### config.mk
export PLATFORM = sky130hd
export DESIGN_NAME = fse_ctrl
export DESIGN_NICKNAME = d
export VERILOG_FILES = /design/src/rtl/fse_pkg.sv /design/src/rtl/fse_ctrl.sv
export SDC_FILE = /design/constraint.sdc
export NUM_CORES = 1
export LEC_CHECK = 0
export ABC_AREA = 1
export BUFFER_PORTS_ARGS = -buffer_cell sky130_fd_sc_hd__buf_2
export CAP_MARGIN = 20
export CORE_MARGIN = 3
export CORE_UTILIZATION = 58
export CTS_CLUSTER_DIAMETER = 120
export CTS_CLUSTER_SIZE = 16
export DETAILED_ROUTE_END_ITERATION = 16
export PLACE_DENSITY = 0.85
export SLEW_MARGIN = 20
export SYNTH_ARGS = -nofsm -noshare
export SYNTH_HDL_FRONTEND = slang
export SYNTH_SLANG_ARGS = --single-unit
### constraint.sdc
create_clock -name clk_i -period 4.6 [get_ports clk_i]
set_clock_uncertainty 0.2 [all_clocks]
set_input_delay 0.23 -clock clk_i [delete_from_list [all_inputs] [get_ports clk_i]]
set_output_delay 0.23 -clock clk_i [all_outputs]
set_load 0.05 [all_outputs]
### src/rtl/fse_pkg.sv
// Package with the types, opcodes and hash constants shared by the flow sketch encoder.
package fse_pkg;

  localparam int unsigned DefBloomAddrBits = 16;
  localparam int unsigned DefTableAddrBits = 12;
  localparam int unsigned DefHashCount     = 4;

  // Widest clear address and hash index that any legal parameter set needs.
  localparam int unsigned ClrAddrW = 24;
  localparam int unsigned IdxW     = 3;

  localparam logic [31:0] MurC1   = 32'hcc9e2d51;
  localparam logic [31:0] MurC2   = 32'h1b873593;
  localparam logic [31:0] MurMixC = 32'he6546b64;
  localparam logic [31:0] MurF1   = 32'h85ebca6b;
  localparam logic [31:0] MurF2   = 32'hc2b2ae35;
  localparam logic [31:0] KeyLen  = 32'd13;

  localparam logic OpEncode = 1'b0;
  localparam logic OpRead   = 1'b1;

  typedef struct packed {
    logic        opcode;
    logic [31:0] src_ip;
    logic [31:0] dst_ip;
    logic [15:0] sport;
    logic [15:0] dport;
    logic [7:0]  protocol;
    logic [11:0] bucket_index;
  } in_t;

  typedef struct packed {
    logic        new_flow;
    logic [63:0] flow_xor;
    logic [31:0] flow_count;
    logic [31:0] packet_count;
  } res_t;

  typedef enum logic [3:0] {
    DP_NOP,
    DP_CLEAR,
    DP_KMUL1,
    DP_KMUL2,
    DP_HINIT,
    DP_HMIX,
    DP_HTAIL,
    DP_FMUL1,
    DP_FMUL2,
    DP_BREAD,
    DP_BSET,
    DP_TREAD,
    DP_TWRITE,
    DP_RREAD,
    DP_RESULT
  } dp_op_e;

  typedef struct packed {
    dp_op_e                op;
    logic [IdxW-1:0]       idx;
    logic [1:0]            sel;
    logic                  chk;
    logic [ClrAddrW-1:0]   clr_addr;
  } dp_cmd_t;

  typedef struct packed {
    logic rd_op;
    logic new_flow;
  } dp_stat_t;

endpackage

### src/rtl/fse_ctrl.sv
// Controller: clearing sweep and the per-request sequence of datapath steps.
module fse_ctrl #(
  parameter int unsigned HASH_COUNT = fse_pkg::DefHashCount,
  parameter int unsigned CLR_BITS   = fse_pkg::DefBloomAddrBits
) (
  input  logic              clk_i,
  input  logic              rst_ni,
  input  logic              accept_i,
  input  fse_pkg::dp_stat_t stat_i,
  output fse_pkg::dp_cmd_t  cmd_o,
  output logic              busy_o,
  output logic              done_o
);
  import fse_pkg::*;

  typedef enum logic [3:0] {
    S_CLEAR, S_IDLE, S_DISP, S_KEY, S_HASH, S_BRD, S_BCHK,
    S_BSET, S_TRD, S_TWR, S_RRD, S_RESP
  } state_e;

  localparam logic [IdxW-1:0] LastIdx = IdxW'(HASH_COUNT - 1);

  state_e             state_q;
  logic [CLR_BITS-1:0] clr_q;
  logic [IdxW-1:0]     idx_q;
  logic [2:0]          sub_q;
  logic                done_q;
  logic                last_idx;

  assign last_idx = (idx_q == LastIdx);

  always_ff @(posedge clk_i or negedge rst_ni) begin
    if (!rst_ni) begin
      state_q <= S_CLEAR;
      clr_q   <= '0;
      idx_q   <= '0;
      sub_q   <= '0;
      done_q  <= 1'b0;
    end else begin
      done_q <= 1'b0;
      unique case (state_q)
        S_CLEAR: begin
          clr_q <= clr_q + 1'b1;
          if (&clr_q) begin
            state_q <= S_IDLE;
          end
        end
        S_IDLE: begin
          idx_q <= '0;
          sub_q <= '0;
          if (accept_i) begin
            state_q <= S_DISP;
          end
        end
        S_DISP: begin
          state_q <= (stat_i.rd_op == OpRead) ? S_RRD : S_KEY;
        end
        S_KEY: begin
          sub_q <= sub_q + 3'd1;
          if (sub_q == 3'd7) begin
            state_q <= S_HASH;
          end
        end
        S_HASH: begin
          if (sub_q == 3'd6) begin
            sub_q <= '0;
            idx_q <= last_idx ? '0 : idx_q + 1'b1;
            if (last_idx) begin
              state_q <= S_BRD;
            end
          end else begin
            sub_q <= sub_q + 3'd1;
          end
        end
        S_BRD: begin
          idx_q <= last_idx ? '0 : idx_q + 1'b1;
          if (last_idx) begin
            state_q <= S_BCHK;
          end
        end
        S_BCHK: begin
          state_q <= stat_i.new_flow ? S_BSET : S_TRD;
        end
        S_BSET: begin
          idx_q <= last_idx ? '0 : idx_q + 1'b1;
          if (last_idx) begin
            state_q <= S_TRD;
          end
        end
        S_TRD: begin
          state_q <= S_TWR;
        end
        S_TWR: begin
          idx_q   <= last_idx ? '0 : idx_q + 1'b1;
          state_q <= last_idx ? S_RESP : S_TRD;
        end
        S_RRD: begin
          state_q <= S_RESP;
        end
        S_RESP: begin
          done_q  <= 1'b1;
          state_q <= S_IDLE;
        end
        default: begin
          state_q <= S_IDLE;
        end
      endcase
    end
  end

  always_comb begin
    cmd_o          = '0;
    cmd_o.op       = DP_NOP;
    cmd_o.idx      = idx_q;
    cmd_o.clr_addr = ClrAddrW'(clr_q);
    unique case (state_q)
      S_CLEAR: cmd_o.op = DP_CLEAR;
      S_KEY: begin
        cmd_o.op  = sub_q[0] ? DP_KMUL2 : DP_KMUL1;
        cmd_o.sel = sub_q[2:1];
      end
      S_HASH: begin
        case (sub_q)
          3'd0:    cmd_o.op = DP_HINIT;
          3'd1, 3'd2, 3'd3: begin
            cmd_o.op  = DP_HMIX;
            cmd_o.sel = 2'(sub_q - 3'd1);
          end
          3'd4:    cmd_o.op = DP_HTAIL;
          3'd5:    cmd_o.op = DP_FMUL1;
          default: cmd_o.op = DP_FMUL2;
        endcase
      end
      S_BRD: begin
        cmd_o.op  = DP_BREAD;
        cmd_o.chk = (idx_q != '0);
      end
      S_BCHK:  cmd_o.chk = 1'b1;
      S_BSET:  cmd_o.op  = DP_BSET;
      S_TRD:   cmd_o.op  = DP_TREAD;
      S_TWR:   cmd_o.op  = DP_TWRITE;
      S_RRD:   cmd_o.op  = DP_RREAD;
      S_RESP:  cmd_o.op  = DP_RESULT;
      default: cmd_o.op  = DP_NOP;
    endcase
  end

  assign busy_o = (state_q != S_IDLE);
  assign done_o = done_q;

`ifndef SYNTHESIS
  a_done_single: assert property (@(posedge clk_i) disable iff (!rst_ni)
    done_q |=> !done_q) else $error("result strobe longer than one cycle");
  a_accept_busy: assert property (@(posedge clk_i) disable iff (!rst_ni)
    accept_i |=> busy_o) else $error("accepted request did not start work");
  a_resp_done: assert property (@(posedge clk_i) disable iff (!rst_ni)
    (state_q == S_RESP) |=> (done_q && !busy_o)) else $error("result not delivered");
  a_clear_busy: assert property (@(posedge clk_i) disable iff (!rst_ni)
    (state_q == S_CLEAR) |-> (busy_o && !done_q)) else $error("idle during clear");
`endif

endmodule

## Yosys cells after proc, flatten, opt, wreduce, memory -nomap -nowiden

Cells that the tools add are included.

- Add/subtract/negate cells: 4
- Equal/unequal tests: 27
- Multiplexer cells: 23
- Reductions and logical operators: 10

Operators with widths:

| cell | number |
|---|---|
| one-hot mux 4 bit (11 select lines) | 1 |
| 2-to-1 mux 4 bit | 9 |
| one-hot mux 4 bit (9 select lines) | 1 |
| one-hot mux 3 bit (3 select lines) | 2 |
| adder 16 x 1 -> 16 bit, second input constant | 1 |
| equality test 4 x 3 -> 1 bit, second input constant | 4 |
| equality test 4 bit, second input constant | 4 |
| one-hot mux 4 bit (4 select lines) | 1 |
| AND reduction 16 bit | 1 |
| inequality test 2 bit, second input constant | 7 |
| equality test 3 bit, second input constant | 4 |
| equality test 3 x 2 -> 1 bit, second input constant | 3 |
| 2-to-1 mux 3 bit | 3 |
| nonzero test 3 bit | 3 |
| equality test 4 x 2 -> 1 bit, second input constant | 2 |
| AND reduction 7 bit | 1 |
| adder 3 x 1 -> 3 bit, second input constant | 2 |
| OR reduction 3 bit | 2 |
| equality test 4 x 1 -> 1 bit, second input constant | 1 |
| zero test 4 bit | 1 |
| 2-to-1 mux 2 bit | 2 |
| inequality test 4 x 1 -> 1 bit, second input constant | 1 |
| one-hot mux 2 bit (2 select lines) | 1 |
| equality test 3 x 1 -> 1 bit, second input constant | 1 |
| 5 further kinds | 6 |

- Register bits: 27
- Output and inout port bits: 36

## Depth between registers and ports, before layout

Gate-level depths: netlist of run 1.

- Word-level depth: 4
- Mapped depth: 10
- Gate-level depth less buffers: 10

## Least setup slack after synthesis of run 1

OpenSTA, ideal clock, no wires.

- Kind: register to output
- From: register state_q[3]
- To: output cmd_o[25] in the netlist's numbering
- Data arrival time: 1,950 ps
- Data required time: 4,170 ps
- Path slack: 2,220 ps
- Stages on the path, launching flop included: 4
- Cells stage by stage: dfrtp_1 > nor2_2 > nand2_1 > o21ai_0

RTL lines:

| item | RTL line | RTL |
|---|---|---|
| from (decl) | fse_ctrl.sv:23 | `state_e state_q;` |
| from (signal assigned) | fse_ctrl.sv:56 | `state_q <= (stat_i.rd_op == OpRead) ? S_RRD : S_KEY;` |
| from (signal assigned) | fse_ctrl.sv:82 | `state_q <= stat_i.new_flow ? S_BSET : S_TRD;` |
| from (signal assigned) | fse_ctrl.sv:95 | `state_q <= last_idx ? S_RESP : S_TRD;` |
| to (decl) | fse_ctrl.sv:10 | `output fse_pkg::dp_cmd_t cmd_o,` |

==> results of run 1 <==
## power groups by stage
stage | sequential (mW) | combinational, mW | clock [mW]
2_1_floorplan | 0.417 | 0.614 | 0
3_3_place_gp | 0.349 | 0.848 | 0
3_5_place_dp | 0.351 | 0.862 | 0
4_1_cts | 0.347 | 0.870 | 0.117
5_1_grt | 0.357 | 0.960 | 0.130
6_report | 0.347 | 0.874 | 0.115
## critical path: cells and delay by family (launching register included)
kind | cells | cell delay [ns]
AO/OA/AOI/OAI | 1 | 0.18
adder cells (fa/ha/maj) | 2 | 0.43
buffers and inverters | 1 | 0.26
flip-flops | 1 | 0.45
AND/OR/NAND/NOR | 3 | 0.41
## sequential cells by signal, indices dropped and copies added, names as in the netlist
register / flops
clr_q: 16
idx_q: 3
state_q: 4
sub_q: 3
done_o: 1
## cell type report
cell class              count  share of cell area [%]
multi-input cells         191                    48.7
flip-flops and latches     27                    32.3
repair buffers             35                    9.10
inverters                  33                    5.92
well taps                  42                    2.51
clock buffers               3                    1.08
clock inverters             1                   0.419
## metal layers
layer | track usage (%) | up-vias | part of all wire [%] | wire length (µm)
met5 | 0 | - | 0 | 0
met4 | 3.31 | 0 | 0.69 | 26
met3 | 3.96 | 4 | 5.5 | 208
met2 | 36.0 | 55 | 49 | 1840
met1 | 27.1 | 748 | 45 | 1710
li1 | - | 867 | - | -
## what timing repair did
| item | in CTS | in global routing |
|---|---|---|
| gates resized for setup | 0 | 0 |
| hold endpoints to repair | 28 | 0 |
| setup endpoints to repair | 0 | 0 |
| hold buffers | 3 | 0 |
## worst paths after layout
path	start	endpoint	slack (ns)	cells after the start
max reg2reg	sub_q[0]$_DFFE_PN0P_	state_q[3]$_DFFE_PN0P_	2.25	9
max	sub_q[0]$_DFFE_PN0P_	cmd_o[33]	2.09	7
min reg2reg	clr_q[14]$_DFFE_PN0N_	clr_q[14]$_DFFE_PN0N_	0.31	1
max in group asynchronous	rst_ni	clr_q[7]$_DFFE_PN0N_	3.61	2
min	stat_i[0]	state_q[2]$_DFFE_PN0P_	0.19	5
min in group asynchronous	rst_ni	done_o$_DFF_PN0_	0.20	2
## cells by family after synthesis
logic type               Yosys count
AND/OR/NAND/NOR                  141
flip-flops                        27
AO/OA/AOI/OAI                     22
other                              1
adder cells (fa/ha/maj)            9
buffers and inverters             41
XOR/XNOR                          11
## per-stage QoR
stage | worst slack (ns) | cell area, µm² | instances | total power [mW]
after floorplan | 2.22 | 1880 | 259 | 1.03
after CTS | 2.08 | 2090 | 332 | 1.33
after detailed placement | 2.50 | 2030 | 325 | 1.21
after global placement | 2.54 | 2030 | 325 | 1.20
final | 2.09 | 2090 | 332 | 1.34
after global routing | 1.91 | 2090 | 332 | 1.45
## cells in the mapped netlist
cell type,count,share of area [%]
nand2_2,1,0.34
o221ai_1,1,0.47
nor2_2,4,1.4
dfrtp_1,27,37
o21ai_0,12,3.2
inv_1,33,6.7
and2_0,1,0.34
nor2_4,3,1.8
nor3_2,1,0.54
conb_1,1,0.20
o21ai_1,1,0.27
nand3b_1,3,1.2
nand4_1,4,1.4
nand3_1,19,5.1
o21bai_1,1,0.41
ha_1,9,6.1
a21oi_1,3,0.81
nand2_4,2,1.2
xnor2_1,7,3.3
nor2_1,24,4.9
nor3b_1,1,0.41
buf_4,8,3.2
nand2_1,76,15
nor3_1,1,0.27
o211ai_1,2,0.81
o22ai_1,2,0.68
xor2_1,4,1.9
nor2_8,1,1.1
==> results.sh, run 1 <==
export IMPL_status="finished, final reports clean"
export IMPL_dr_total_vias=1674
export IMPL_insertion_delay_ns=0.34
export IMPL_critical_path_max_fanout=4
export IMPL_arrival_ns=2.08
export IMPL_synthMuxAreaShare_pct=0
export IMPL_coreArea_mm2=0.00290
export IMPL_p_seq_share_pct=26.0
export IMPL_worst_slew_pin_transition_ns=0.594
export IMPL_pwr_share_comb_pct=65.4
export IMPL_drc=0
export IMPL_powerDensity_mw_per_mm2=639
export IMPL_grt_max_degree=28
export IMPL_cp_common_cell="ha_1"
export IMPL_fp_row_count=19
export IMPL_mostFrequentLayoutCells="nand2_1 (76), inv_1 (33), buf_2 (32)"
export IMPL_switching_share_pct=58.6
export IMPL_critical_path_class="flop to output pin"
export IMPL_rsz0062_at_grt="false"
export IMPL_design_die_area_mm2=0.00390
export IMPL_finalSetupTns_ns=0
export IMPL_grt_total_usage_pct=20.7
export IMPL_start_util_pct=63.8
export IMPL_cts_buffers_inserted=3
export IMPL_die_y_um=62.5
export IMPL_h_tree_depth=1
export IMPL_ys_seq_area_share_pct=36.5
export IMPL_start_kind="flop"
export IMPL_cts_root_buf="clkbuf_4"
export IMPL_io_buffers=32
export IMPL_fin_crit_ns=2.51
export IMPL_synthSimpleGateAreaFrac_pct=35.4
export IMPL_multi_input_area_mm2=0.00102
export IMPL_ys_types=28
export IMPL_synth_top_family_by_area="simple AND/OR/NAND/NOR gates"
export IMPL_clock_path_buffers=2
export IMPL_finish_net_count=305
export IMPL_wire_per_inst_um=11.4
export IMPL_relSlewSlack_pct=60.4
export IMPL_ant_nets=0
export IMPL_post_cts_buffers=0
export IMPL_final_core_util_pct=72.1
export IMPL_syn_mean_instance_area_um2=7.34
export IMPL_grt_pass1_wl_um=6740
export IMPL_hold_slack_ns=0.194
export IMPL_final_common_cell="nand2_1"
export IMPL_fillCellCount=264
export IMPL_hold_violations=0
export IMPL_min_path_type="input port to flop"
export IMPL_wl_um=3780
export IMPL_vias_per_cell=5.04
export IMPL_die_w_um=62.5
export IMPL_antenna_found_initial=0
export IMPL_area_growth_pct=13.0
export IMPL_crit_chain="ha_1, ha_1, o21bai_1, nor3b_1, nand2_1, nand3_1, buf_2"
export IMPL_min_period_over_period_pct=54.6
export IMPL_drt_iter0_markers=91
export IMPL_cts_tree="done"
export IMPL_syn_area_mm2=0.00185
export IMPL_cp_data_required_time_ns=4.17
export IMPL_drv_slew=0
export IMPL_p_clk_share_pct=8.6
export IMPL_clock_fmax_mhz=398
export IMPL_post_dp_hpwl_um=2950
export IMPL_peakVddDrop_mv=0.394
export IMPL_p_switching_mw=0.784
export IMPL_synth_seq_cells=27
export IMPL_first_global_vias=1543
export IMPL_drtPass1Iterations=4
export IMPL_cts_sinks=27
export IMPL_yosys_warnings=0
export IMPL_cts_clk_slew_worst_paths_ns=0.16
export IMPL_intPower_mw=0.553
export IMPL_synth_cells=252
export IMPL_drive_above_1_share_pct=16.6
export IMPL_regArea_um2=676
export IMPL_io_pins=41
export IMPL_crit_slowest_cell="dfrtp_1"
export IMPL_synthAdderAreaFrac_pct=6.09
export IMPL_cpPeakStageDelay_ns=0.45
export IMPL_synth_compound_area_share_pct=6.69
export IMPL_place_gp_congestion=0.849
export IMPL_insertedDiodeCount=0
export IMPL_finalSetupViolCount=0
export IMPL_overflow=0
export IMPL_synth_xor_area_share_pct=5.21
export IMPL_p_leak_nw=1.22
export IMPL_timing_max_cap_violations=0
export IMPL_end_kind="output pin"
Power figures use the tool's default switching activity.
==> inputs of run 2 (changes only) <==
ABC_AREA = 0   (was 1)
CORE_UTILIZATION = 54   (was 58)
PLACE_DENSITY = 0.8   (was 0.85)
clock period = 2.5 ns   (was 4.6 ns; I/O delays follow)
==> run 2 against run 1 <==
Effect of this change:
- global-route usage down 1.4 points
- sequential power up 91%
- critical path depth down 3
- flip-flop and latch count unchanged
- die area up 5.0%
- sequential share of layout area up 0.44 points
- clock power up 77%
- total power up 94%
- critical path type unchanged
- cell count down 18%
- wire length down 1.7%
==> results.sh, run 2 <==
export IMPL_netlist_top_cells_area="dfrtp_1 (37%), ha_1 (6.2%), o21ai_0 (3.9%)"
export IMPL_synthArstFlopShare_pct=100
export IMPL_powerDensity_mw_per_mm2=1250
export IMPL_largest_register_ffs=16
export IMPL_crit_slowest_cell="or4b_4"
export IMPL_fin_crit_ns=2.41
export IMPL_synth_compound_area_share_pct=17.1
export IMPL_min_path_type="input port to flop"
export IMPL_yosys_warnings=0
export IMPL_min_from="stat_i[1]"
export IMPL_synth_cells=194
export IMPL_end_kind="output pin"
export IMPL_regArea_um2=681
export IMPL_synthMuxAreaShare_pct=3.37
export IMPL_grt_total_usage_pct=19.3
export IMPL_fp_row_count=20
export IMPL_rsz0062_at_grt="false"
export IMPL_mostFrequentLayoutCells="buf_2 (30), dfrtp_1 (23), o21ai_0 (13)"
export IMPL_coreArea_mm2=0.00313
export IMPL_synthSimpleGateAreaFrac_pct=20.6
export IMPL_min_period_over_period_pct=96.5
export IMPL_p_leak_nw=1.02
export IMPL_reg2reg_depth=4
export IMPL_grt_use_met2_pct=31.0
export IMPL_arrival_ns=2.09
export IMPL_finalNonFillerCells=273
export IMPL_syn_mean_instance_area_um2=9.38
export IMPL_status="finished, final reports clean"
export IMPL_crit_chain="or4b_4, o21bai_1, o21ai_0, clkbuf_4"
export IMPL_post_cts_buffers=0
export IMPL_r2r_setup_slack_ns=0.43
export IMPL_place_gp_congestion=0.889
export IMPL_ys_dominant_reg_cell="dfrtp_1"
export IMPL_grt_max_degree=28
export IMPL_drv_slew=0
export IMPL_synth_edf_count=0
export IMPL_synth_common_cells="dfrtp_1 (27), o21ai_0 (14), inv_1 (12)"
export IMPL_cts_clk_slew_worst_paths_ns=0.16
export IMPL_synth_top_family_by_area="simple AND/OR/NAND/NOR gates"
export IMPL_overflow=0
export IMPL_r2r_end="state_q[0]$_DFFE_PN0P_"
export IMPL_multi_input_area_mm2=0.00104
export IMPL_cpPeakStageDelay_ns=0.59
export IMPL_yosysTopAreaCellShare_pct=37.1
export IMPL_drc=0
export IMPL_antenna_found_initial=0
export IMPL_io_buffers=32
export IMPL_final_core_util_pct=66.4
export IMPL_peakVddDrop_mv=1.21
export IMPL_critical_path_max_fanout=8
export IMPL_drt_iter0_markers=80
export IMPL_final_common_cell="buf_2"
export IMPL_cts_root_buf="clkbuf_4"
export IMPL_dr_total_vias=1530
export IMPL_io_pins=41
export IMPL_drive_above_1_share_pct=25.3
export IMPL_post_dp_hpwl_um=2760
export IMPL_die_w_um=64.0
export IMPL_grt_use_met1_pct=26.1
export IMPL_die_y_um=64.0
export IMPL_clock_fmax_mhz=414
export IMPL_hold_violations=0
export IMPL_busiest_layer="met2"
export IMPL_syn_area_mm2=0.00182
export IMPL_relSlewSlack_pct=60.1
export IMPL_timing_max_cap_violations=0
export IMPL_critical_path_class="flop to output pin"
export IMPL_vias_per_cell=5.60
export IMPL_cts_sinks=27
export IMPL_placedCellCount=268
export IMPL_synth_xor_area_share_pct=7.22
export IMPL_ys_seq_area_share_pct=37.1
export IMPL_synth_seq_cells=27
export IMPL_largest_register="clr_q"
export IMPL_reg_top3="clr_q (16), state_q (4)"
export IMPL_first_global_vias=1377
export IMPL_cts_buffers_inserted=3
export IMPL_wire_per_inst_um=13.6
export IMPL_grtUsageMet3_pct=3.87
export IMPL_cp_data_required_time_ns=2.17
export IMPL_h_tree_depth=1
export IMPL_start_kind="flop"
export IMPL_regToRegStartpoint="state_q[0]$_DFFE_PN0P_"
export IMPL_insertion_delay_ns=0.33
export IMPL_cts_tree="done"
export IMPL_hold_path_depth=4
export IMPL_area_growth_pct=14.2
export IMPL_synth_top_area_cell="dfrtp_1"
export IMPL_fin_total_pwr_mw=2.60
export IMPL_clock_path_buffers=2
export IMPL_hold_end="state_q[3]$_DFFE_PN0P_"
export IMPL_finalSetupViolCount=0
export IMPL_worst_slew_pin_transition_ns=0.598
export IMPL_yosysMostFrequentCell="dfrtp_1"
export IMPL_synthAdderAreaFrac_pct=6.19
export IMPL_fillCellCount=271
export IMPL_grt_pass1_wl_um=6370
export IMPL_wl_um=3720
export IMPL_design_die_area_mm2=0.00410
export IMPL_insertedDiodeCount=0
export IMPL_ys_types=50
export IMPL_drtPass1Iterations=4
export IMPL_finalSetupTns_ns=0
export IMPL_ant_nets=0
export IMPL_finish_net_count=244
export IMPL_start_util_pct=58.2
==> run 2: changes by cell type in the layout (fill, tap and decap cells not counted), moves of 6 or more <==
cell / delta
inv_1: -21
nand3_1: -12
a21oi_1: +7
nor2_1: -13
buf_4: +7
nand2b_1: +6
nand2_1: -66
==> run 2: worst max path at each step <==
stage / start / endpoint / slack (ns) / cells after the start
after floorplan: state_q[1]$_DFFE_PN0P_ / cmd_o[25] / -0.14 / 4
after global placement: sub_q[1]$_DFFE_PN0P_ / cmd_o[33] / 0.27 / 6
after detailed placement: sub_q[1]$_DFFE_PN0P_ / cmd_o[33] / 0.26 / 6
after CTS: sub_q[1]$_DFFE_PN0P_ / cmd_o[33] / 0.05 / 6
after global routing: state_q[0]$_DFFE_PN0P_ / cmd_o[26] / 0.03 / 4
final: state_q[0]$_DFFE_PN0P_ / cmd_o[26] / 0.09 / 4
==> run 2: final cells by class <==
cell class / instances / share of cell area, %
Sequential cell: 27 / 32.8
Inverter: 12 / 2.17
Clock buffer: 3 / 1.08
Timing Repair Buffer: 40 / 11.0
Clock inverter: 1 / 0.361
Tap cell: 44 / 2.65
Multi-Input combinational cell: 146 / 50.0
==> run 2: report_power, final <==
group	internal, mW	switching (mW)	leakage [nW]
clock	0.0613	0.143	0.0139
sequential	0.542	0.122	0.354
combinational	0.631	1.10	0.651
total	1.23	1.36	1.02
==> run 2: per-layer routing <==
layer	vias to the layer above	wire (µm)
li1	743	-
met1	728	1680
met2	57	1780
met3	2	222
met4	0	34
met5	-	0
==> run 2: repair_timing <==
action | 4_1_cts | 5_1_grt
setup endpoints to repair | 1 | 3
hold buffers | 1 | 0
hold endpoints to repair | 27 | 0
resized for setup | 2 | 7
==> run 2: stage by stage <==
| stage | hold WS, ns | setup WS, ns | cell area [µm²] |
|---|---|---|---|
| after global routing | 0.0508 | 0.0282 | 2080 |
| after detailed placement | -0.0315 | 0.263 | 2010 |
| after floorplan | -0.371 | -0.136 | 1850 |
| final | 0.0138 | 0.0863 | 2080 |
| after CTS | 0.00420 | 0.0499 | 2060 |
| after global placement | -0.0347 | 0.270 | 2010 |
==> run 2: kinds of logic after synthesis <==
kind of cell | count (synthesis)
DFF | 27
and+or+nand+nor | 63
adders and majority gates | 9
xor gates and xnor gates | 15
buffers and inverters | 28
muxes | 5
other | 1
AOI/OAI and AO/OA | 46
==> run 2: worst max-delay path, delay by kind of cell (launching register included) <==
kind	cells	cell delay [ns]
simple gates	1	0.59
compound gates	2	0.39
buf+inv	1	0.27
flops	1	0.50
==> inputs of run 3 (changes only) <==
==> constraint.sdc (replaced) <==
create_clock -name clk_i -period 2.5 [get_ports clk_i]
set_clock_uncertainty 0.2 [all_clocks]
set_input_delay 0.5 -clock clk_i [delete_from_list [all_inputs] [get_ports clk_i]]
set_output_delay 0.5 -clock clk_i [all_outputs]
set_load 0.05 [all_outputs]
==> run 3 against run 2 <==
Effect of this change:
- the flow now finishes with violations (setup timing)
- sequential share of layout area is 3.0 points lower
- critical path depth is 3 higher
- cell count is 3.3% higher
- largest power group unchanged
- highest routed layer unchanged
==> results.sh, run 3 (synthesis results as in run 2) <==
export IMPL_reg_top3="clr_q (16), state_q (4)"
export IMPL_crit_end="cmd_o[33]"
export IMPL_wire_per_inst_um=14.6
export IMPL_end_kind="output pin"
export IMPL_io_pins=41
export IMPL_cp_startpoint="sub_q[1]$_DFFE_PN0P_"
export IMPL_die_w_um=64.0
export IMPL_die_y_um=64.0
export IMPL_largest_register="clr_q"
export IMPL_min_period_over_period_pct=104
export IMPL_start_util_pct=58.2
export IMPL_largest_register_ffs=16
export IMPL_cts_tree="done"
export IMPL_coreArea_mm2=0.00313
export IMPL_drtPass1Iterations=4
export IMPL_p_leak_nw=1.09
export IMPL_mostFrequentLayoutCells="dfrtp_1 (27), buf_2 (25), buf_4 (15)"
export IMPL_status="complete, but fails checks"
export IMPL_fin_total_pwr_mw=2.96
export IMPL_io_buffers=32
export IMPL_place_gp_congestion=0.856
export IMPL_first_global_vias=1556
export IMPL_min_path_type="flop to flop"
export IMPL_final_common_cell="dfrtp_1"
export IMPL_clock_path_buffers=2
export IMPL_insertedDiodeCount=0
export IMPL_critical_path_class="flop to output pin"
export IMPL_final_core_util_pct=72.7
export IMPL_cts_buffers_inserted=3
export IMPL_r2r_setup_slack_ns=0.44
export IMPL_grt_total_usage_pct=20.6
export IMPL_overflow=0
export IMPL_timing_max_cap_violations=0
export IMPL_drt_iter0_markers=126
export IMPL_hold_violations=0
export IMPL_cts_sinks=27
export IMPL_finish_net_count=253
export IMPL_wl_um=4110
export IMPL_fin_ws_ns=-0.111
export IMPL_arrival_ns=1.91
export IMPL_multi_input_area_mm2=0.00113
export IMPL_cts_clk_slew_worst_paths_ns=0.14
export IMPL_drv_slew=0
export IMPL_start_kind="flop"
export IMPL_antenna_found_initial=0
export IMPL_cp_data_required_time_ns=1.80
export IMPL_fin_crit_ns=2.61
export IMPL_clock_fmax_mhz=383
export IMPL_ant_nets=0
export IMPL_dr_total_vias=1551
export IMPL_cts_root_buf="clkbuf_4"
export IMPL_grt_pass1_wl_um=6790
export IMPL_fillCellCount=252
export IMPL_relSlewSlack_pct=60.1
export IMPL_finalSetupViolCount=5
export IMPL_violations="setup timing"
export IMPL_drc=0
export IMPL_area_growth_pct=25.0
export IMPL_regArea_um2=676
export IMPL_insertion_delay_ns=0.31
export IMPL_rsz0062_at_grt="true"
export IMPL_powerDensity_mw_per_mm2=1300
export IMPL_grt_max_degree=28
export IMPL_fp_row_count=20
export IMPL_reg2reg_depth=5
export IMPL_post_dp_hpwl_um=2900
export IMPL_drive_above_1_share_pct=33.2
export IMPL_peakVddDrop_mv=0.911
export IMPL_critical_path_max_fanout=4
export IMPL_worst_slew_pin_transition_ns=0.599
export IMPL_design_die_area_mm2=0.00410
export IMPL_h_tree_depth=1
export IMPL_regToRegStartpoint="state_q[1]$_DFFE_PN0P_"
export IMPL_r2r_end="state_q[1]$_DFFE_PN0P_"
export IMPL_vias_per_cell=5.50
[run 3: worst max-delay path, cell delays in order, from the launching register on]
cell and delay, ns:
dfrtp_1 0.43, buf_6 0.15, ha_4 0.16, a2111oi_4 0.34, buf_4 0.17, a21oi_2 0.05, o21ai_2 0.13, buf_6 0.17
[run 3: area by class of cell]
cell class	instances	share of cell area, %
sequential	27	29.7
tap	44	2.42
timing repair buffer	49	14.9
clock buffer	4	1.16
inverter	12	2.20
multi-input combinational	146	49.7
[run 3: worst min path at each step]
| stage | startpoint | end | slack (ns) | cells past startpoint |
|---|---|---|---|---|
| finish | clr_q[15]$_DFFE_PN0N_ | clr_q[15]$_DFFE_PN0N_ | 0.32 | 1 |
| CTS | clr_q[12]$_DFFE_PN0N_ | clr_q[12]$_DFFE_PN0N_ | 0.32 | 1 |
| floorplan | rst_ni | clr_q[0]$_DFFE_PN0N_ | 0.004 | 0 |
| global route | clr_q[15]$_DFFE_PN0N_ | clr_q[15]$_DFFE_PN0N_ | 0.33 | 1 |
| global placement | clr_q[12]$_DFFE_PN0N_ | clr_q[12]$_DFFE_PN0N_ | 0.27 | 1 |
| detailed placement | clr_q[12]$_DFFE_PN0N_ | clr_q[12]$_DFFE_PN0N_ | 0.30 | 1 |
[run 3: routing by layer]
metal  share of wire [%]  routed length [µm]  GRT usage [%]  vias up
met5                   0                   0              0        -
met4                 1.5                  61           8.36        0
met3                 5.1                 210           2.11        6
met2                  51                2080           37.0       49
met1                  43                1760           24.9      736
li1                    -                   -              -      760
[run 3: repair_timing]
action | in CTS | in global routing
setup endpoints to repair | 6 | 7
endpoints found under the hold margin | 27 | 0
pin swaps | 5 | 10
buffers inserted | 3 | 1
gates resized for setup | 31 | 11
hold buffers | 1 | 0
[run 3: through the flow]
step | TNS (ns) | std cells | setup slack [ns] | cell area [µm²] | hold WS [ns]
2_1_floorplan | -0.376 | 201 | -0.140 | 1850 | 0.00441
3_3_place_gp | -0.0827 | 274 | -0.0827 | 2060 | 0.274
3_5_place_dp | -0.0758 | 274 | -0.0758 | 2060 | 0.301
4_1_cts | -0.217 | 281 | -0.125 | 2230 | 0.320
5_1_grt | -0.702 | 282 | -0.197 | 2270 | 0.329
6_report | -0.248 | 282 | -0.111 | 2270 | 0.320
[run 3: power by group]
part / internal [mW] / switching [mW] / total (mW)
Sequential: 0.536 / 0.0851 / 0.621
Clock: 0.0623 / 0.121 / 0.183
Combinational: 0.874 / 1.28 / 2.15
